File: src/rtl/owm_pkg.sv
// Package: shared types and constants for the one-wire bus master.
`timescale 1ns / 1ps

package owm_pkg;

    localparam int TIMER_W = 14;

    localparam logic [1:0] REQ_TICK  = 2'd0;
    localparam logic [1:0] REQ_RESET = 2'd1;
    localparam logic [1:0] REQ_WRITE = 2'd2;
    localparam logic [1:0] REQ_READ  = 2'd3;

    localparam logic [2:0] CFG_RESET_LOW     = 3'd0;
    localparam logic [2:0] CFG_PRES_WAIT     = 3'd1;
    localparam logic [2:0] CFG_PRES_RETRY    = 3'd2;
    localparam logic [2:0] CFG_PRES_TRIES    = 3'd3;
    localparam logic [2:0] CFG_RESET_RECOVER = 3'd4;
    localparam logic [2:0] CFG_SLOT_LOW      = 3'd5;
    localparam logic [2:0] CFG_SLOT_HOLD     = 3'd6;
    localparam logic [2:0] CFG_READ_SAMPLE   = 3'd7;

    localparam logic [TIMER_W-1:0] PRE_RESET_US = TIMER_W'(50);
    localparam logic [TIMER_W-1:0] WRITE_GAP_US = TIMER_W'(2);
    localparam logic [3:0]         BITS_PER_BYTE = 4'd8;

    typedef enum logic [12:0] {
        PH_IDLE    = 13'b0000000000001,
        PH_R_PRE   = 13'b0000000000010,
        PH_R_LOW   = 13'b0000000000100,
        PH_R_WAIT  = 13'b0000000001000,
        PH_R_RETRY = 13'b0000000010000,
        PH_R_RECOV = 13'b0000000100000,
        PH_W_LOW   = 13'b0000001000000,
        PH_W_HOLD  = 13'b0000010000000,
        PH_W_GAP   = 13'b0000100000000,
        PH_RD_PRE  = 13'b0001000000000,
        PH_RD_LOW  = 13'b0010000000000,
        PH_RD_REL  = 13'b0100000000000,
        PH_RD_HOLD = 13'b1000000000000
    } t_phase;

    typedef struct packed {
        logic [9:0]  reset_low_us;
        logic [7:0]  presence_wait_us;
        logic [13:0] presence_retry_us;
        logic [3:0]  presence_tries;
        logic [9:0]  reset_recover_us;
        logic [5:0]  slot_low_us;
        logic [7:0]  slot_hold_us;
        logic [5:0]  read_sample_us;
    } t_cfg;

    typedef struct packed {
        logic       cmd_rejected;
        logic [7:0] read_data;
        logic       presence_ok;
        logic       done_res;
        logic       busy_res;
        logic       drive_low;
    } t_res;

endpackage

File: src/rtl/owm_core.sv
// Bus master state machine: timer, bit and try counters, one step per transaction.
`timescale 1ns / 1ps

module owm_core
    import owm_pkg::*;
(
    input  logic       i_clk,
    input  logic       i_rst_n,
    input  logic       i_accept,
    input  logic [1:0] i_req_type,
    input  logic [7:0] i_write_data,
    input  logic       i_line_level,
    input  t_cfg       i_cfg,
    output t_res       o_res
);

    t_phase             r_phase, n_phase;
    logic [TIMER_W-1:0] r_timer, n_timer;
    logic [3:0]         r_bit_cnt, n_bit_cnt;
    logic [7:0]         r_shift, n_shift;
    logic [3:0]         r_try_cnt, n_try_cnt;
    logic               r_presence, n_presence;
    logic               r_drive, n_drive;
    logic [7:0]         r_read, n_read;
    logic               done, rej;
    logic [3:0]         bit_inc;
    logic [3:0]         try_inc;

    assign bit_inc = r_bit_cnt + 4'd1;
    assign try_inc = r_try_cnt + 4'd1;

    always_comb begin
        n_phase    = r_phase;
        n_timer    = r_timer;
        n_bit_cnt  = r_bit_cnt;
        n_shift    = r_shift;
        n_try_cnt  = r_try_cnt;
        n_presence = r_presence;
        n_drive    = r_drive;
        n_read     = r_read;
        done       = 1'b0;
        rej        = 1'b0;

        if (i_req_type == REQ_TICK) begin
            if (r_phase != PH_IDLE) begin
                if (r_timer > TIMER_W'(1)) begin
                    n_timer = r_timer - TIMER_W'(1);
                end else begin
                    n_timer = '0;
                    case (r_phase)
                        PH_R_PRE: begin
                            n_phase = PH_R_LOW;
                            n_timer = TIMER_W'(i_cfg.reset_low_us);
                            n_drive = 1'b1;
                        end
                        PH_R_LOW: begin
                            n_phase = PH_R_WAIT;
                            n_timer = TIMER_W'(i_cfg.presence_wait_us);
                            n_drive = 1'b0;
                        end
                        PH_R_WAIT, PH_R_RETRY: begin
                            n_drive = 1'b0;
                            if (r_phase == PH_R_RETRY && r_try_cnt >= i_cfg.presence_tries) begin
                                n_presence = 1'b0;
                                n_phase    = PH_IDLE;
                                n_timer    = '0;
                                done       = 1'b1;
                            end else if (!i_line_level) begin
                                n_phase = PH_R_RECOV;
                                n_timer = TIMER_W'(i_cfg.reset_recover_us);
                            end else begin
                                n_try_cnt = try_inc;
                                n_phase   = PH_R_RETRY;
                                n_timer   = i_cfg.presence_retry_us;
                            end
                        end
                        PH_R_RECOV: begin
                            n_presence = 1'b1;
                            n_phase    = PH_IDLE;
                            n_drive    = 1'b0;
                            done       = 1'b1;
                        end
                        PH_W_LOW: begin
                            n_phase = PH_W_HOLD;
                            n_timer = TIMER_W'(i_cfg.slot_hold_us);
                            n_drive = ~r_shift[0];
                        end
                        PH_W_HOLD: begin
                            n_phase = PH_W_GAP;
                            n_timer = WRITE_GAP_US;
                            n_drive = 1'b0;
                        end
                        PH_W_GAP: begin
                            n_shift   = {1'b0, r_shift[7:1]};
                            n_bit_cnt = bit_inc;
                            if (bit_inc >= BITS_PER_BYTE) begin
                                n_phase = PH_IDLE;
                                n_drive = 1'b0;
                                done    = 1'b1;
                            end else begin
                                n_phase = PH_W_LOW;
                                n_timer = TIMER_W'(i_cfg.slot_low_us);
                                n_drive = 1'b1;
                            end
                        end
                        PH_RD_PRE: begin
                            n_phase = PH_RD_LOW;
                            n_timer = TIMER_W'(i_cfg.slot_low_us);
                            n_drive = 1'b1;
                        end
                        PH_RD_LOW: begin
                            n_phase = PH_RD_REL;
                            n_timer = TIMER_W'(i_cfg.read_sample_us);
                            n_drive = 1'b0;
                        end
                        PH_RD_REL: begin
                            n_shift = {i_line_level, r_shift[7:1]};
                            n_phase = PH_RD_HOLD;
                            n_timer = TIMER_W'(i_cfg.slot_hold_us);
                            n_drive = 1'b0;
                        end
                        PH_RD_HOLD: begin
                            n_bit_cnt = bit_inc;
                            if (bit_inc >= BITS_PER_BYTE) begin
                                n_read  = r_shift;
                                n_phase = PH_IDLE;
                                n_drive = 1'b0;
                                done    = 1'b1;
                            end else begin
                                n_phase = PH_RD_LOW;
                                n_timer = TIMER_W'(i_cfg.slot_low_us);
                                n_drive = 1'b1;
                            end
                        end
                        default: begin
                            n_phase = PH_IDLE;
                            n_drive = 1'b0;
                        end
                    endcase
                end
            end
        end else if (r_phase != PH_IDLE) begin
            rej = 1'b1;
        end else if (i_req_type == REQ_RESET) begin
            n_try_cnt = '0;
            n_phase   = PH_R_PRE;
            n_timer   = PRE_RESET_US;
            n_drive   = 1'b0;
        end else if (i_req_type == REQ_WRITE) begin
            n_shift   = i_write_data;
            n_bit_cnt = '0;
            n_phase   = PH_W_LOW;
            n_timer   = TIMER_W'(i_cfg.slot_low_us);
            n_drive   = 1'b1;
        end else begin
            n_shift   = '0;
            n_bit_cnt = '0;
            n_phase   = PH_RD_PRE;
            n_timer   = TIMER_W'(i_cfg.read_sample_us);
            n_drive   = 1'b0;
        end
    end

    always_ff @(posedge i_clk) begin
        if (!i_rst_n) begin
            r_phase    <= PH_IDLE;
            r_timer    <= '0;
            r_bit_cnt  <= '0;
            r_shift    <= '0;
            r_try_cnt  <= '0;
            r_presence <= 1'b0;
            r_drive    <= 1'b0;
            r_read     <= '0;
        end else if (i_accept) begin
            r_phase    <= n_phase;
            r_timer    <= n_timer;
            r_bit_cnt  <= n_bit_cnt;
            r_shift    <= n_shift;
            r_try_cnt  <= n_try_cnt;
            r_presence <= n_presence;
            r_drive    <= n_drive;
            r_read     <= n_read;
        end
    end

    always_comb begin
        o_res.drive_low    = n_drive;
        o_res.busy_res     = (n_phase != PH_IDLE);
        o_res.done_res     = done;
        o_res.presence_ok  = n_presence;
        o_res.read_data    = n_read;
        o_res.cmd_rejected = rej;
    end

endmodule

File: src/rtl/one_wire_bus_master.sv
// Top level: one-wire bus master with stream channels and configuration registers.
//
// Usage: each transaction on the s_axis channel is either a one-microsecond tick
// or a command (bus reset with presence detect, write byte, read byte). Every
// accepted transaction yields exactly one result transaction on m_axis carrying
// the line drive, busy, done, presence and read byte, plus a reject flag for a
// command that arrived while busy.
// The result of a transaction sits in the output register on the cycle after
// it is accepted.
// Throughput: one transaction per cycle while m_axis takes each result. The state step
// is a single pass of logic from the input to the state and output registers.
// Stall: while the output register holds a result that m_axis has not taken,
// s_axis tready is low; it goes high in the same cycle m_axis tready frees
// the register, so the stream runs at full rate with a ready sink.
// Reset (i_rst_n, synchronous, active low): the master goes idle with the line
// released, presence failed, read byte zero, and all timing registers back
// to their defaults; the output register is empty.
// Configuration writes are taken whenever i_cfg_we is high; they must only
// be issued while no operation is in progress.
`timescale 1ns / 1ps

module one_wire_bus_master
    import owm_pkg::*;
(
    input  logic        i_clk,
    input  logic        i_rst_n,
    input  logic        i_cfg_we,
    input  logic [2:0]  i_cfg_idx,
    input  logic [13:0] i_cfg_wdata,
    input  logic        s_axis_tvalid,
    output logic        s_axis_tready,
    input  logic [15:0] s_axis_tdata,  // req_type[1:0], write_data[9:2], line_level[10]
    output logic        m_axis_tvalid,
    input  logic        m_axis_tready,
    output logic [15:0] m_axis_tdata   // drive_low[0], busy_res[1], done_res[2],
                                       // presence_ok[3], read_data[11:4], cmd_rejected[12]
);

    t_cfg  r_cfg;
    t_res  res;
    t_res  r_res;
    logic  r_out_valid;
    logic  accept;

    assign s_axis_tready = !r_out_valid || m_axis_tready;
    assign accept        = s_axis_tvalid && s_axis_tready;

    always_ff @(posedge i_clk) begin
        if (!i_rst_n) begin
            r_cfg.reset_low_us      <= 10'd500;
            r_cfg.presence_wait_us  <= 8'd40;
            r_cfg.presence_retry_us <= 14'd10000;
            r_cfg.presence_tries    <= 4'd10;
            r_cfg.reset_recover_us  <= 10'd500;
            r_cfg.slot_low_us       <= 6'd5;
            r_cfg.slot_hold_us      <= 8'd65;
            r_cfg.read_sample_us    <= 6'd5;
        end else if (i_cfg_we) begin
            case (i_cfg_idx)
                CFG_RESET_LOW:     r_cfg.reset_low_us      <= i_cfg_wdata[9:0];
                CFG_PRES_WAIT:     r_cfg.presence_wait_us  <= i_cfg_wdata[7:0];
                CFG_PRES_RETRY:    r_cfg.presence_retry_us <= i_cfg_wdata;
                CFG_PRES_TRIES:    r_cfg.presence_tries    <= i_cfg_wdata[3:0];
                CFG_RESET_RECOVER: r_cfg.reset_recover_us  <= i_cfg_wdata[9:0];
                CFG_SLOT_LOW:      r_cfg.slot_low_us       <= i_cfg_wdata[5:0];
                CFG_SLOT_HOLD:     r_cfg.slot_hold_us      <= i_cfg_wdata[7:0];
                CFG_READ_SAMPLE:   r_cfg.read_sample_us    <= i_cfg_wdata[5:0];
                default:           r_cfg.read_sample_us    <= r_cfg.read_sample_us;
            endcase
        end
    end

    owm_core u_core (
        .i_clk        (i_clk),
        .i_rst_n      (i_rst_n),
        .i_accept     (accept),
        .i_req_type   (s_axis_tdata[1:0]),
        .i_write_data (s_axis_tdata[9:2]),
        .i_line_level (s_axis_tdata[10]),
        .i_cfg        (r_cfg),
        .o_res        (res)
    );

    always_ff @(posedge i_clk) begin
        if (!i_rst_n) begin
            r_out_valid <= 1'b0;
        end else if (accept) begin
            r_out_valid <= 1'b1;
        end else if (m_axis_tready) begin
            r_out_valid <= 1'b0;
        end
    end

    always_ff @(posedge i_clk) begin
        if (accept) begin
            r_res <= res;
        end
    end

    assign m_axis_tvalid = r_out_valid;
    assign m_axis_tdata  = {3'b000, r_res};

endmodule

File: config.mk
export PLATFORM = sky130hd
export DESIGN_NAME = one_wire_bus_master
export DESIGN_NICKNAME = d
export VERILOG_FILES = /design/src/rtl/owm_pkg.sv /design/src/rtl/owm_core.sv /design/src/rtl/one_wire_bus_master.sv
export SDC_FILE = /design/constraint.sdc
export NUM_CORES = 1
export LEC_CHECK = 0
export BUFFER_PORTS_ARGS = -buffer_cell sky130_fd_sc_hd__buf_2
export CAP_MARGIN = 20
export CORE_ASPECT_RATIO = 0.9
export CORE_MARGIN = 2
export CORE_UTILIZATION = 44
export CTS_BUF_LIST = sky130_fd_sc_hd__clkbuf_2
export CTS_CLUSTER_DIAMETER = 50
export DETAILED_ROUTE_END_ITERATION = 12
export SYNTH_ARGS = -nofsm -noshare
export SYNTH_HDL_FRONTEND = slang
export SYNTH_HIERARCHICAL = 1
export SYNTH_SLANG_ARGS = --single-unit
export TNS_END_PERCENT = 1
File: constraint.sdc
create_clock -name i_clk -period 2.6 [get_ports i_clk]
set_input_delay 0 -clock i_clk [delete_from_list [all_inputs] [get_ports i_clk]]
set_output_delay 0 -clock i_clk [all_outputs]
set_load 0.03 [all_outputs]
==> results summary <==
The kind of capture point of the worst setup path is a flip-flop. The final critical-path share of the clock period came out at 99.54%. The number of global-route vias before repair is 6508. The top cell family by delay on the critical path is simple AND/OR/NAND/NOR gates.

The area fraction of the dominant cell type after synthesis came out at around a third. The gate count of the mapped netlist is 795. The placeable core region came out at approximately 16000 um2. The worst hold path belongs to the class input pin to flip-flop. The maximum number of pins on one net before global-route repair is 42. Sorting the synthesized cells by area gives the leading types as sky130_fd_sc_hd__dfxtp_1, sky130_fd_sc_hd__mux2i_1, sky130_fd_sc_hd__edfxtp_1, sky130_fd_sc_hd__nand2_1, sky130_fd_sc_hd__nor2b_1.

The critical path startpoint category is a flip-flop. The final critical-path required period is roughly 2.6 ns. The tightest slew margin relative to the limit came out at 43.85%. The count of input and output buffers is 47. In the final routed layout, each cell accounts on average for 19.08 um. The commonest register cell after synthesis is sky130_fd_sc_hd__dfxtp_1. At the later pin of the worst-skew pair, clock insertion delay measures 0.75 ns. The count of buffer and inverter cells on the critical path is 2.

The worst-case clock buffer depth came out at 2. The die is 125.9 um tall. The register-to-register setup slack came out at 0.01 ns. On the worst path, the slowest cell contributes a delay of around 0.55 ns.

The initial core utilization came out at 45.03%. Dividing total power by cell area gives a power density of 554.0 nW/um2. The total of endpoints with negative setup slack in the final report came out at 0. The clock net in this run drives a total of 133 sinks. The CTS tree is yes. The worst path required time came out at 3.23 ns. sky130_fd_sc_hd__dfxtp_1 is the most common cell in the netlist. The HPWL after detailed placement is 15400 um.

The post-synthesis xor/xnor area fraction is 1.809%. The count of distinct cell types in the synthesized netlist is 85. The initial antenna violation count came to 0. The number of warnings reported in the yosys synthesis log came out at 6. The slew at the pin closest to its max-slew limit is between 0.8 and 0.9 ns. The combined global-route utilization of all metal layers came out at about a quarter. The overall overflow remaining after global route came out at 0. The number of enable-type register cells in the synthesized netlist came out at 13. The setup TNS after final layout came out at 0 ns. The synthesized netlist devotes 13.30% of its cell area to compound gates.

The total of max-cap violations is 0. For the worst setup path, the data arrival time is 3.21 ns. The run finished with clean final reports. The global-route wire length before repair came out at 34670 um. After layout, the worst setup slack is 0.01206 ns.

The max-slew violation count was 0. Using the TritonRoute via totals, the vias-per-cell ratio works out to 5.784. The most area-hungry cell type in the Yosys netlist is sky130_fd_sc_hd__dfxtp_1. The number of detailed-routing iterations run before antenna repair is 5. The global placer's final weighted congestion came out at 0.8867. The total area of multi-input combinational cells is between 4000 and 5000 um2. Sorting the synthesized cells by how often they occur yields sky130_fd_sc_hd__dfxtp_1, sky130_fd_sc_hd__mux2i_1, sky130_fd_sc_hd__nand2_1, sky130_fd_sc_hd__nor2_1, sky130_fd_sc_hd__nor2b_1. The floorplan step defined a die boundary enclosing 17550 um2. The cell sitting at the root of the clock tree is a sky130_fd_sc_hd__clkbuf_2. The share of synthesized cell area in and, or, nand and nor gates came out at 23.82%. In this run, synthesis produced a sequential element count of 133.

The clock transition time at the flip-flop clock pins of the worst setup and hold paths is 0.23 ns. The via count came out at 6582. The maximum ir drop on the vdd rail is 0.0004512 V. The critical path goes through or4_4, or4_4, nor3_4, buf_4, o211ai_1, buf_4, mux2i_1, nor2_1. The maximum fanout along the worst path is 6. The layout net count is 969.

The total standard cell area after synthesis is 7263 um2. Multiplexer cells account for 15.38% of the synthesized area. The sequential cell area fraction in the yosys report is between 30 and 40%. Prior to clock tree synthesis, the placed netlist has a worst setup slack of -0.02731 ns. Of the total synthesized cell area, the portion taken by full adders, half adders and majority gates is 2.239%. The CTS H-tree depth came out at 4.

The share of post-route cells with drive strength above 1 is approximately a fifth. The sequential cell area came out at 2798 um2. The filler cell count came out at between 1000 and 1500.

The highest achievable clock rate is 386.4 MHz. The number of buffers added by the clock tree synthesis step came out at 17. In this run the remaining antenna-violating nets after routing total 0. In this run, the number of DRC markers left after iteration 0 of detailed routing was between 600 and 700. The setup path with the least slack is of type flip-flop to flip-flop. The average instance area after synthesis came out at between 9 and 10 um2. The async set-reset flop share out of synthesis came out at 0%. The final setup skew came out at about 0.039 ns.

The top-level port count came out at 56. The total number of placement rows came out at 44. The final antenna diode count came out at 0. The number of hold violations in the final report is 0. The slowest stage of the critical path is the sky130_fd_sc_hd__or4_4 cell. Summed over all layers, the routed wires come to between 20000 and 25000 um. From synthesis to final layout, the design area changed by 21.40%. The width of the die came out at 139.4 um. The static power due to leakage came out at between 3 and 4 nW. By area, the combinational part of the netlist is dominated by simple AND/OR/NAND/NOR gates.

The post-route DRC violation count came out at 0. Setup repair after global routing could not meet its margin everywhere.
==> logic make-up (layout without fill, tap and decap cells) <==
logic type	after synthesis	count (layout)
and+or+nand+nor	309	309
AOI/OAI and AO/OA	135	135
DFF	133	133
muxes	110	110
buffers and inverters	79	213
xor gates and xnor gates	15	15
adders and majority gates	13	13
other	1	3
==> timing repair <==
item / in CTS / in global routing
pin swaps: 0 / 6
buffers inserted: 0 / 3
endpoints found under the setup margin: 3 / 31
hold buffers: 52 / 0
gates resized for setup: 2 / 17
endpoints found under the hold margin: 102 / 0
==> flip-flops by register name (all words and copies together), names as in the netlist <==
signal	flops
r_cfg	66
u_core/r_bit_cnt	4
u_core/r_shift	8
u_core/r_read	8
u_core/r_drive	1
m_axis_tdata	13
u_core/r_timer	14
u_core/r_try_cnt	4
u_core/r_phase	13
u_core/r_presence	1
m_axis_tvalid	1
==> metrics by stage <==
step           utilization, %  instances  hold slack (ns)  total power [mW]  instance area, um2
2_1_floorplan               -        797           0.1390             3.067                7273
3_3_place_gp            49.39       1051           0.2535             3.450                7966
3_5_place_dp            49.39       1051           0.2660             3.474                7966
4_1_cts                 54.22       1135          0.01288             4.858                8746
5_1_grt                 54.66       1138          0.01170             5.128                8817
6_report                54.66       1138          0.05082             4.884                8817
==> layout make-up <==
cell class	count	area share (%)
multi-input combinational	585	47.61
sequential	133	31.73
timing repair buffer	166	14.28
tap	207	2.937
clock inverter	15	1.845
clock buffer	17	0.9649
inverter	15	0.6386
==> report_power, final <==
group / internal [mW] / total, mW / leakage [nW] / switching [mW]
sequential: 2.15 / 2.21 / 1.10 / 0.0558
combinational: 0.559 / 1.33 / 2.66 / 0.775
clock: 0.466 / 1.34 / 0.148 / 0.877
==> placed cells by master (no fill, tap or decap), drive strengths merged, types with 6 or more instances in the layout <==
master and n:
or4 10, dfxtp 120, edfxtp 13, a21oi 27
nor2b 44, nand3 13, clkbuf 17, xor2 10
and4 6, buf 114, a22oi 6, or2 6
mux2i 97, mux2 13, nor4 16, ha 13
dlygate4sd3 52, nor2 57, o211ai 10, a22o 12
nor3 17, o21ai 22, nand2 96, a31oi 6
inv 23, nand4 7
==> tightest hold or removal path, cell delays in order <==
cell and delay [ns]:
sky130_fd_sc_hd__buf_2 0.07, sky130_fd_sc_hd__nand2b_1 0.11, sky130_fd_sc_hd__and2_1 0.18, sky130_fd_sc_hd__inv_1 0.15
sky130_fd_sc_hd__o21ba_2 0.24
==> routing by layer <==
layer | share of wire (%) | track usage (%) | wire (um) | up-vias
li1 | - | - | - | 3115
met2 | 47 | 40.22 | 10160 | 205
met4 | 2.3 | 7.962 | 492 | 0
met3 | 5.9 | 5.095 | 1275 | 39
met1 | 45 | 33.83 | 9787 | 3223
met5 | 0 | 0 | 0 | -
==> worst paths after layout <==
check,endpoint,cells after the start,startpoint
max,u_core/r_bit_cnt[0]$_SDFFE_PN0P_,8,u_core/r_timer[7]$_SDFFE_PN0P_
min,u_core/r_presence$_SDFFE_PN0P_,5,m_axis_tready
max reg2reg,u_core/r_bit_cnt[0]$_SDFFE_PN0P_,8,u_core/r_timer[7]$_SDFFE_PN0P_
min reg2reg,r_cfg[37]$_SDFFE_PN0P_,2,r_cfg[37]$_SDFFE_PN0P_
Note: power is estimated with default switching activity, not from simulation.
